### src/sv/gha_pkg.sv
`timescale 1ns / 1ps
// gha_pkg: shared constants, codes and types of the generational handle allocator
// used by every file of the block but gha_ram; depends on nothing

package gha_pkg;

  // default geometry
  localparam int unsigned SLOTS_DEF    = 1024;
  localparam int unsigned GEN_BITS_DEF = 16;

  // fixed field widths of the channel words
  localparam int unsigned CMD_W    = 2;
  localparam int unsigned IDX_W    = 10;
  localparam int unsigned GEN_W    = 16;
  localparam int unsigned STATUS_W = 2;

  // command codes; any other code acts as a check
  localparam logic [CMD_W-1:0] CMD_ALLOC   = 2'd0;
  localparam logic [CMD_W-1:0] CMD_RELEASE = 2'd1;
  localparam logic [CMD_W-1:0] CMD_CHECK   = 2'd2;

  // status codes
  localparam logic [STATUS_W-1:0] ST_OK      = 2'd0;
  localparam logic [STATUS_W-1:0] ST_FULL    = 2'd1;
  localparam logic [STATUS_W-1:0] ST_INVALID = 2'd2;

  // request word
  typedef struct packed {
    logic [CMD_W-1:0] command;
    logic [IDX_W-1:0] slot_index;
    logic [GEN_W-1:0] handle_generation;
  } req_t;

  // response word
  typedef struct packed {
    logic [STATUS_W-1:0] status;
    logic [IDX_W-1:0]    granted_index;
    logic [GEN_W-1:0]    granted_generation;
  } rsp_t;

  // controller to datapath commands
  typedef struct packed {
    logic take;          // request word accepted, reads issued
    logic pop;           // stack word is on the read port
    logic grant;         // slot word of a popped slot is on the read port
    logic check;         // slot word of a handle is on the read port
    logic direct;        // result needs no memory lookup
    logic res_hold;      // park the result until the output frees up
    logic out_load;      // load the output register
    logic out_from_res;  // output register takes the parked result
  } ctrl_cmd_t;

  // datapath to controller status
  typedef struct packed {
    logic in_alloc;   // incoming word is an allocate
    logic in_range;   // incoming index addresses a slot
    logic empty;      // no free slot left
  } ctrl_sts_t;

endpackage

### src/sv/gha_ctrl.sv
`timescale 1ns / 1ps
// gha_ctrl: sequencing state machine of the allocator and output valid
// depends on gha_pkg for the command and status structs

module gha_ctrl (
  input  logic               clk_i,
  input  logic               rst_ni,
  input  logic               req_valid_i,
  output logic               req_ready_o,
  output logic               rsp_valid_o,
  input  logic               rsp_ready_i,
  input  gha_pkg::ctrl_sts_t sts_i,
  output gha_pkg::ctrl_cmd_t cmd_o
);

  typedef enum logic [4:0] {
    S_IDLE    = 5'b00001,
    S_POP     = 5'b00010,
    S_GRANT   = 5'b00100,
    S_CHECK   = 5'b01000,
    S_DELIVER = 5'b10000
  } state_e;

  state_e             state_q, state_d;
  logic               out_valid_q, out_valid_d;
  logic               take;
  logic               out_free;
  logic               produce;
  gha_pkg::ctrl_cmd_t cmd;

  assign req_ready_o = (state_q == S_IDLE);
  assign take        = req_valid_i & req_ready_o;
  assign out_free    = ~out_valid_q | rsp_ready_i;

  // next state and commands
  always_comb begin
    state_d = state_q;
    cmd     = '0;
    produce = 1'b0;
    cmd.take = take;
    case (state_q)
      S_IDLE: begin
        if (take) begin
          if (sts_i.in_alloc ? sts_i.empty : ~sts_i.in_range) begin
            cmd.direct = 1'b1;
            produce    = 1'b1;
          end else if (sts_i.in_alloc) begin
            state_d = S_POP;
          end else begin
            state_d = S_CHECK;
          end
        end
      end
      S_POP: begin
        cmd.pop = 1'b1;
        state_d = S_GRANT;
      end
      S_GRANT: begin
        cmd.grant = 1'b1;
        produce   = 1'b1;
      end
      S_CHECK: begin
        cmd.check = 1'b1;
        produce   = 1'b1;
      end
      S_DELIVER: begin
        if (out_free) begin
          cmd.out_load     = 1'b1;
          cmd.out_from_res = 1'b1;
          state_d          = S_IDLE;
        end
      end
      default: begin
        state_d = S_IDLE;
      end
    endcase
    // a finished result goes straight out or waits parked
    if (produce) begin
      if (out_free) begin
        cmd.out_load = 1'b1;
        state_d      = S_IDLE;
      end else begin
        cmd.res_hold = 1'b1;
        state_d      = S_DELIVER;
      end
    end
  end

  // output valid follows loads and takes
  always_comb begin
    out_valid_d = out_valid_q;
    if (cmd.out_load) begin
      out_valid_d = 1'b1;
    end else if (rsp_ready_i) begin
      out_valid_d = 1'b0;
    end
  end

  always_ff @(posedge clk_i or negedge rst_ni) begin
    if (!rst_ni) begin
      state_q     <= S_IDLE;
      out_valid_q <= 1'b0;
    end else begin
      state_q     <= state_d;
      out_valid_q <= out_valid_d;
    end
  end

  assign rsp_valid_o = out_valid_q;
  assign cmd_o       = cmd;

  // a pop is always followed by its grant
  assert property (@(posedge clk_i) disable iff (!rst_ni)
    state_q == S_POP |=> state_q == S_GRANT)
    else $error("pop not followed by grant");

  // a waiting word is never overwritten
  assert property (@(posedge clk_i) disable iff (!rst_ni)
    cmd.out_load |-> (!out_valid_q || rsp_ready_i))
    else $error("output word overwritten");

  // a word that needs a lookup blocks the next accept
  assert property (@(posedge clk_i) disable iff (!rst_ni)
    (take && !cmd.direct) |=> !take)
    else $error("accept while a word is in flight");

endmodule

### config.mk
export PLATFORM = sky130hd
export DESIGN_NAME = gha_ctrl
export DESIGN_NICKNAME = d
export VERILOG_FILES = /design/src/sv/gha_pkg.sv /design/src/sv/gha_ctrl.sv
export SDC_FILE = /design/constraint.sdc
export NUM_CORES = 1
export LEC_CHECK = 0
export BUFFER_PORTS_ARGS = -buffer_cell sky130_fd_sc_hd__buf_2
export CELL_PAD_IN_SITES_DETAIL_PLACEMENT = 1
export CELL_PAD_IN_SITES_GLOBAL_PLACEMENT = 2
export CORE_MARGIN = 2
export CORE_UTILIZATION = 25
export DETAILED_ROUTE_END_ITERATION = 16
export HOLD_SLACK_MARGIN = 0.02
export PLACE_DENSITY_LB_ADDON = 0.1
export SKIP_LAST_GASP = 1
export SLEW_MARGIN = 20
export SYNTH_ARGS = -nofsm -noshare
export SYNTH_HDL_FRONTEND = slang
export SYNTH_SLANG_ARGS = --single-unit
### constraint.sdc
create_clock -name clk_i -period 1.6 [get_ports clk_i]
set_input_delay 0.08 -clock clk_i [delete_from_list [all_inputs] [get_ports clk_i]]
set_output_delay 0.08 -clock clk_i [all_outputs]
set_load 0.005 [all_outputs]
### Word level (Yosys, flattened, before mapping)

Cells that the tools add are included.

| operators by class | value |
|---|---|
| equal/unequal tests | 9 |
| multiplexer cells | 22 |
| bitwise gates (word level) | 4 |
| reductions and logical operators | 3 |

Operators by type and width:

| operator | number |
|---|---|
| two-way mux 5 bit | 5 |
| case mux 5 bit (4 select lines) | 1 |
| two-way mux 1 bit | 11 |
| two-way mux 2 bit | 3 |
| != test 3 bit (second input constant) | 2 |
| == test 5 x 1 -> 1 bit (second input constant) | 1 |
| == test 5 x 2 -> 1 bit (second input constant) | 1 |
| == test 5 x 3 -> 1 bit (second input constant) | 1 |
| == test 5 x 4 -> 1 bit (second input constant) | 1 |
| == test 5 bit (second input constant) | 1 |
| two-way mux 4 bit | 1 |
| AND reduction 4 bit | 1 |
| != test 3 x 1 -> 1 bit (second input constant) | 1 |
| != test 2 x 1 -> 1 bit (second input constant) | 1 |
| NOT 1 bit | 2 |
| case mux 1 bit (2 select lines) | 1 |
| nonzero test 2 bit | 1 |
| OR reduction 2 bit | 1 |
| bitwise AND 1 bit | 1 |
| bitwise OR 1 bit | 1 |

| storage, ports and cells | value |
|---|---|
| register bits after elaboration | 6 |
| input bits | 7 |
| output and inout bits | 10 |
| logic and storage cells | 40 |

### Depth between registers and ports, before layout

Gate-level depths: netlist of the first run.

| logic depth | value |
|---|---|
| word-level depth | 7 |
| mapped depth | 5 |
| mapped depth without buffers | 5 |

### Least setup slack after synthesis of the first run

OpenSTA, ideal clock, no wires.

| timing | value |
|---|---|
| kind | register to output |
| from | reg state_q[4] |
| to | out cmd_o[1] in the netlist's numbering |
| arrival time | 1.255 ns |
| data required time | 1.520 ns |
| path slack | 0.265 ns |
| cell stages (with the launch flop) | 6 |
| buffers on the path | 1 |
| cell sequence | dfrtp_1 -> or3_4 -> a21oi_4 -> a21oi_4 -> a21oi_1 -> buf_4 |

RTL lines:

| what | RTL line | source |
|---|---|---|
| from (decl) | gha_ctrl.sv:24 | `state_e state_q, state_d;` |
| from (signal assigned) | gha_ctrl.sv:104 | `state_q <= state_d;` |
| to (decl) | gha_ctrl.sv:13 | `output gha_pkg::ctrl_cmd_t cmd_o` |

==> impl_metrics.toml, run 1 <==
[status]
outcome = "completed"

[clock_tree]
cts_buffers = 3
cts_sinks = 6
cts-htree-levels = 1
clock_pin_transition_on_the_worst_setup_and_hold_timing_paths_ns = 0.04
clk-insertion-delay-late_ns = 0.25
ctsRootBufferMaster = "sky130_fd_sc_hd__clkbuf_4"
max-clock-path-buffers = 2
clock_tree_from_tritoncts = "built"

[layout]
postLayoutCellArea_sq_um = 573.1
nets = 69
post_route_cells_drive_above_1_share_pct = 55.74
mostFrequentLayoutCell = "sky130_fd_sc_hd__buf_2"
post-route-util_pct = 38.04
mostFrequentLayoutCells = "sky130_fd_sc_hd__buf_2, sky130_fd_sc_hd__nor2_1, sky130_fd_sc_hd__dfrtp_1"
antenna-diode-count = 0
final_cell_count_no_fill = 77
area_growth_pct = 43.57

[yosys]
synth-seq-cells = 6
synth_top_cell_area_share_pct = 31.35
synth_top_cells_by_area = "sky130_fd_sc_hd__dfrtp_1, sky130_fd_sc_hd__a21oi_4, sky130_fd_sc_hd__dfstp_2"
synth-warning-count = 0
sequential_to_total_area_share_from_yosys_stat_pct = 37.93
synthesis.nets = 46
synthesis.instances = 39
syn_area_per_cell_sq_um = 10.23
synth_top_area_cell = "sky130_fd_sc_hd__dfrtp_1"
post_synth_num_cell_types = 20
synth_area_sq_um = 399.1

[power_and_ir_drop]
power_switching_mw = 0.2834
p_sw_share_pct = 35.89
power_mw = 0.7898
combinationalPowerShare_pct = 50.3
power.sequential.fraction_pct = 30.3
power.internal_mw = 0.5063
vdd_ir_drop_max_uv = 486.7
power_density_nw_per_um2 = 1378
clock_power_share_pct = 19.4
total_leakage_power_nw = 0.2754

[sta]
tightest_slew_ns = 0.2960
rsz0062_at_grt = "yes"
hold_slack_ns = 0.1362
finalClockSkew_ns = 0.009861
slew_viol_final = 0
fin_tns_setup_ns = 0
final_count_of_hold_timing_violations = 0
fmax_mhz = 645.5
finalSetupViolations = 0
final_period_minus_worst_setup_slack_ns = 1.549
fin_crit_sh_pct = 96.82
final_worst_slack_ns = 0.05089
maxSlewHeadroom_pct = 80.13

[setup_path]
r2r_cells = 6
critical_setup_path_class = "reg2out"
cp_common_cell = "sky130_fd_sc_hd__a21oi_4"
worst_setup_path_end_kind = "output port"
total_stage_count_of_the_critical_path = 5
critical_path.n_buffers_inverters = 1
critPathLaunchType = "register"
critical_path_arrival_ns = 1.47
critical_path.top_delay_family = "flip-flops"
worstPathCellList = "or3_4 -> a21oi_4 -> a21oi_4 -> a21oi_2 -> buf_2"
critical-path-max-stage-delay_ns = 0.39
cp_data_required_time_ns = 1.52
crit_slowest_cell = "sky130_fd_sc_hd__dfrtp_1"
critical_path.max_fanout = 4

[placement]
place_inst = 68
dp.final_hpwl_microns = 695.8
detailedPlace.worstSlack_ns = 0.1784
detailed_place.area_sq_um = 476.7
gp_routability_congestion = 0.6449
io_buffers = 16

[detailed_routing]
drt-wirelength-per-cell_microns = 12.55
routed_via_density = 4.883
num_vias = 376
dr_wl_met2_microns = 490
route.top_layer_used = "met4"
drt_first_iter_violations = 3
routed_met1_length_microns = 402
final_antenna_net_count = 0
first_pass_iters = 3
totalWireLength_microns = 966
routed-wl-met3_microns = 46
drcViolationCount = 0

[global_route]
grt_antenna_before_repair = 0
grt_start_max_net_pins = 7
first_pass_grt_wire_length_microns = 1593
via_count_of_the_first_global_routing_pass = 371
global_route.overflow_total = 0
grtUsageTotal_pct = 11.87

[min_path]
hold_depth = 4
holdCritPathClass = "in2reg"

[floorplan]
number_of_rows_created_at_floorplan = 14
floorplan.die.width_microns = 43.96
pin_count = 17
coreArea_sq_um = 1506
die_h_microns = 43.96
initial_cell_density_of_the_core_pct = 26.50
fp.dieArea_sq_um = 1932

[job]
max_cap_viol_count = 0
## state kept, by name, indices dropped and copies added, names as in the netlist
signal / cells
rsp_valid_o: 1
state_q: 5
## Yosys cell counts
| library cell | n |
|---|---|
| sky130_fd_sc_hd__nor2_1 | 7 |
| sky130_fd_sc_hd__dfrtp_1 | 5 |
| sky130_fd_sc_hd__a21oi_4 | 3 |
| sky130_fd_sc_hd__buf_4 | 3 |
| sky130_fd_sc_hd__nand2b_1 | 3 |
| sky130_fd_sc_hd__and3_1 | 2 |
| sky130_fd_sc_hd__and4bb_2 | 2 |
| sky130_fd_sc_hd__nand2_1 | 2 |
| sky130_fd_sc_hd__a21oi_1 | 1 |
| sky130_fd_sc_hd__a2bb2oi_1 | 1 |
| sky130_fd_sc_hd__and2_1 | 1 |
| sky130_fd_sc_hd__and4_4 | 1 |
| sky130_fd_sc_hd__dfstp_2 | 1 |
| sky130_fd_sc_hd__inv_1 | 1 |
| sky130_fd_sc_hd__nand3_1 | 1 |
| sky130_fd_sc_hd__nand4bb_1 | 1 |
| sky130_fd_sc_hd__nor2b_1 | 1 |
| sky130_fd_sc_hd__o21ai_1 | 1 |
| sky130_fd_sc_hd__o31ai_2 | 1 |
| sky130_fd_sc_hd__or3_4 | 1 |
## layout make-up
type / instances / area (sq um)
inverter: 1 / 3.754
tap: 16 / 20.02
multi-input combinational: 29 / 249.0
clock buffer: 4 / 26.28
sequential: 6 / 151.4
timing repair buffer: 21 / 122.6
fill: 184 / 933.4
## cells by family (layout without fill, tap and decap cells)
| group | after synthesis | count (layout) | synth area share (%) |
|---|---|---|---|
| AND/OR/NAND/NOR | 22 | 22 | 35.42 |
| flip-flops | 6 | 6 | 37.93 |
| buffers and inverters | 4 | 26 | 6.582 |
| AO/OA/AOI/OAI | 7 | 7 | 20.06 |
## worst paths after layout
kind                              from     endpoint  slack [ns]
min reg2reg                rsp_valid_o  rsp_valid_o        0.62
min                        req_valid_i   state_q[0]        0.14
max reg2reg                 state_q[4]   state_q[0]        0.14
max in group asynchronous       rst_ni   state_q[0]        1.19
max                         state_q[4]     cmd_o[1]        0.05
min in group asynchronous       rst_ni  rsp_valid_o        0.18
## metal layers
metal,global-route usage (%),up-vias
met5,0,-
met4,10.91,0
met3,2.500,4
met2,19.12,14
met1,12.79,178
li1,-,180
## power by group through the flow
stage / Sequential [mW] / Combinational, mW / Clock, mW
floorplan: 0.229 / 0.262 / 0
global placement: 0.234 / 0.327 / 0
detailed placement: 0.235 / 0.336 / 0
CTS: 0.234 / 0.380 / 0.158
global route: 0.249 / 0.435 / 0.176
finish: 0.239 / 0.397 / 0.154
## worst reg2reg max path: stages, from the launching register on
cell and delay [ns]:
sky130_fd_sc_hd__dfrtp_1 0.39, sky130_fd_sc_hd__or3_4 0.40, sky130_fd_sc_hd__a21oi_4 0.14, sky130_fd_sc_hd__a21oi_4 0.06, sky130_fd_sc_hd__buf_4 0.17, sky130_fd_sc_hd__a21oi_4 0.16
sky130_fd_sc_hd__o31ai_2 0.07
## repair_timing
action / CTS / global route
buffers inserted: 3 / 0
hold buffers: 2 / 0
endpoints found under the setup margin: 2 / 2
hold endpoints to repair: 7 / 0
cloned: 0 / 0
gates resized for setup: 2 / 2
pin swaps: 2 / 0
Note: power is estimated with default switching activity, not from simulation.
==> inputs of run 2 (changes only) <==
--- a/config.mk
+++ b/config.mk
@@ -12,6 +12,7 @@
 export CORE_UTILIZATION = 25
 export DETAILED_ROUTE_END_ITERATION = 16
 export HOLD_SLACK_MARGIN = 0.02
+export MAX_ROUTING_LAYER = met4
 export PLACE_DENSITY_LB_ADDON = 0.1
 export SKIP_LAST_GASP = 1
 export SLEW_MARGIN = 20
==> run 2 against run 1 <==
Sequential power about the same. Total power is essentially flat. Combinational power barely moved. Fmax about the same. Setup slack barely moved. Hold slack did not move. Critical path depth unchanged. Clock power hardly changed. Core utilization did not move. Largest power group unchanged.
==> impl_metrics.toml, run 2 (same netlist as run 1, synthesis figures left out) <==
[clock_tree]
cts_buffers = 3
cts_sinks = 6
clk-insertion-delay-late_ns = 0.25
max-clock-path-buffers = 2
cts-htree-levels = 1
clock_pin_transition_on_the_worst_setup_and_hold_timing_paths_ns = 0.04
ctsRootBufferMaster = "sky130_fd_sc_hd__clkbuf_4"
clock_tree_from_tritoncts = "built"

[layout]
area_growth_pct = 43.57
post-route-util_pct = 38.04
fillers = 184
mostFrequentLayoutCells = "sky130_fd_sc_hd__buf_2, sky130_fd_sc_hd__nor2_1, sky130_fd_sc_hd__dfrtp_1"
antenna-diode-count = 0
mostFrequentLayoutCell = "sky130_fd_sc_hd__buf_2"
multiInputGateArea_sq_um = 249.0
nets = 69
post_route_cells_drive_above_1_share_pct = 55.74
largest_reg_flops = 5
biggest_register = "state_q"
storage_element_area_sq_um = 151.4

[sta]
final_worst_slack_ns = 0.05101
rsz0062_at_grt = "yes"
maxSlewHeadroom_pct = 80.13
tightest_slew_ns = 0.2960
final_count_of_hold_timing_violations = 0
finalClockSkew_ns = 0.009865
finalSetupViolations = 0
final_period_minus_worst_setup_slack_ns = 1.549
slew_viol_final = 0
fin_crit_sh_pct = 96.81
fmax_mhz = 645.6

[global_route]
global_route.overflow_total = 0
first_pass_grt_wire_length_microns = 1593
global_route.usage.met3_pct = 2.500
gr-usage-met1_pct = 12.79
grt_start_max_net_pins = 7
via_count_of_the_first_global_routing_pass = 372
grtUsageTotal_pct = 12.24
busiest_layer = "met2"
global_route.usage.met2_pct = 19.12
grt_antenna_before_repair = 0

[placement]
gp_routability_congestion = 0.6505
dp.final_hpwl_microns = 695.8
detailedPlace.worstSlack_ns = 0.1784
io_buffers = 16

[power_and_ir_drop]
power_density_nw_per_um2 = 1378
total_leakage_power_nw = 0.2754
vdd_ir_drop_max_uv = 486.6
power_mw = 0.7897

[detailed_routing]
drt-wirelength-per-cell_microns = 12.55
drcViolationCount = 0
num_vias = 376
first_pass_iters = 3
final_antenna_net_count = 0
routed_via_density = 4.883
totalWireLength_microns = 966
drt_first_iter_violations = 3

[setup_path]
critPathLaunchType = "register"
critical-path-max-stage-delay_ns = 0.39
cp_common_cell = "sky130_fd_sc_hd__a21oi_4"
critical_path_arrival_ns = 1.47
critical_path.top_delay_family = "flip-flops"
worst_setup_path_end_kind = "output port"
critical_path.n_buffers_inverters = 1
critical_setup_path_class = "reg2out"
crit_slowest_cell = "sky130_fd_sc_hd__dfrtp_1"
cp_data_required_time_ns = 1.52
critical_path.max_fanout = 4
worstPathCellList = "or3_4 -> a21oi_4 -> a21oi_4 -> a21oi_2 -> buf_2"
reg2reg_slack_ns = 0.14

[status]
outcome = "completed"

[min_path]
holdCritPathClass = "in2reg"

[floorplan]
fp.dieArea_sq_um = 1932
die_h_microns = 43.96
coreArea_sq_um = 1506
number_of_rows_created_at_floorplan = 14
pin_count = 17
initial_cell_density_of_the_core_pct = 26.50
floorplan.die.width_microns = 43.96

[job]
max_cap_viol_count = 0
## run 2: routing by layer
| layer | vias up | wire length (microns) |
|---|---|---|
| met1 | 178 | 398 |
| met3 | 4 | 49 |
| met5 | - | 0 |
| met4 | 0 | 27 |
| li1 | 180 | - |
| met2 | 14 | 490 |
## run 2: area by class of cell
class / instances / area share, %
multi-input cells: 29 / 43.45
flip-flops and latches: 6 / 26.42
repair buffers: 21 / 21.40
clock buffers: 4 / 4.585
well taps: 16 / 3.493
inverters: 1 / 0.6550
## run 2: report_power, final
part / switching (mW) / internal, mW / leakage [nW]
logic: 0.185 / 0.212 / 0.182
clock network: 0.0589 / 0.0947 / 0.0150
registers: 0.0396 / 0.200 / 0.0782
## run 2: what timing repair did
item                                    CTS  global route
hold buffers                              2             0
pin swaps                                 2             0
setup buffers                             3             0
hold endpoints to repair                  7             0
gates resized for setup                   2             2
endpoints found under the setup margin    2             2
gates cloned                              0             0
## run 2: worst min-delay path, delay by kind of cell
kind,cells,cell delay [ns]
buffers and inverters,2,0.14
AO/OA/AOI/OAI,2,0.12
## run 2: final timing paths
check	end	cells after the start	startpoint
worst min-delay path	state_q[0]	4	req_valid_i
min in group asynchronous	rsp_valid_o	2	rst_ni
worst max register to register	state_q[0]	6	state_q[4]
worst min register to register	rsp_valid_o	2	rsp_valid_o
worst max-delay path	cmd_o[1]	5	state_q[4]
max in group asynchronous	state_q[0]	2	rst_ni
## run 2: stage by stage
stage | TNS (ns) | cell area [sq um] | cells | hold slack [ns]
final | 0 | 573.1 | 77 | 0.1362
after CTS | 0 | 551.8 | 77 | 0.1352
after floorplan | 0 | 399.1 | 39 | -0.2156
after detailed placement | 0 | 476.7 | 68 | -0.08327
after global placement | 0 | 476.7 | 68 | -0.08666
after global routing | -0.03590 | 573.1 | 77 | 0.1627
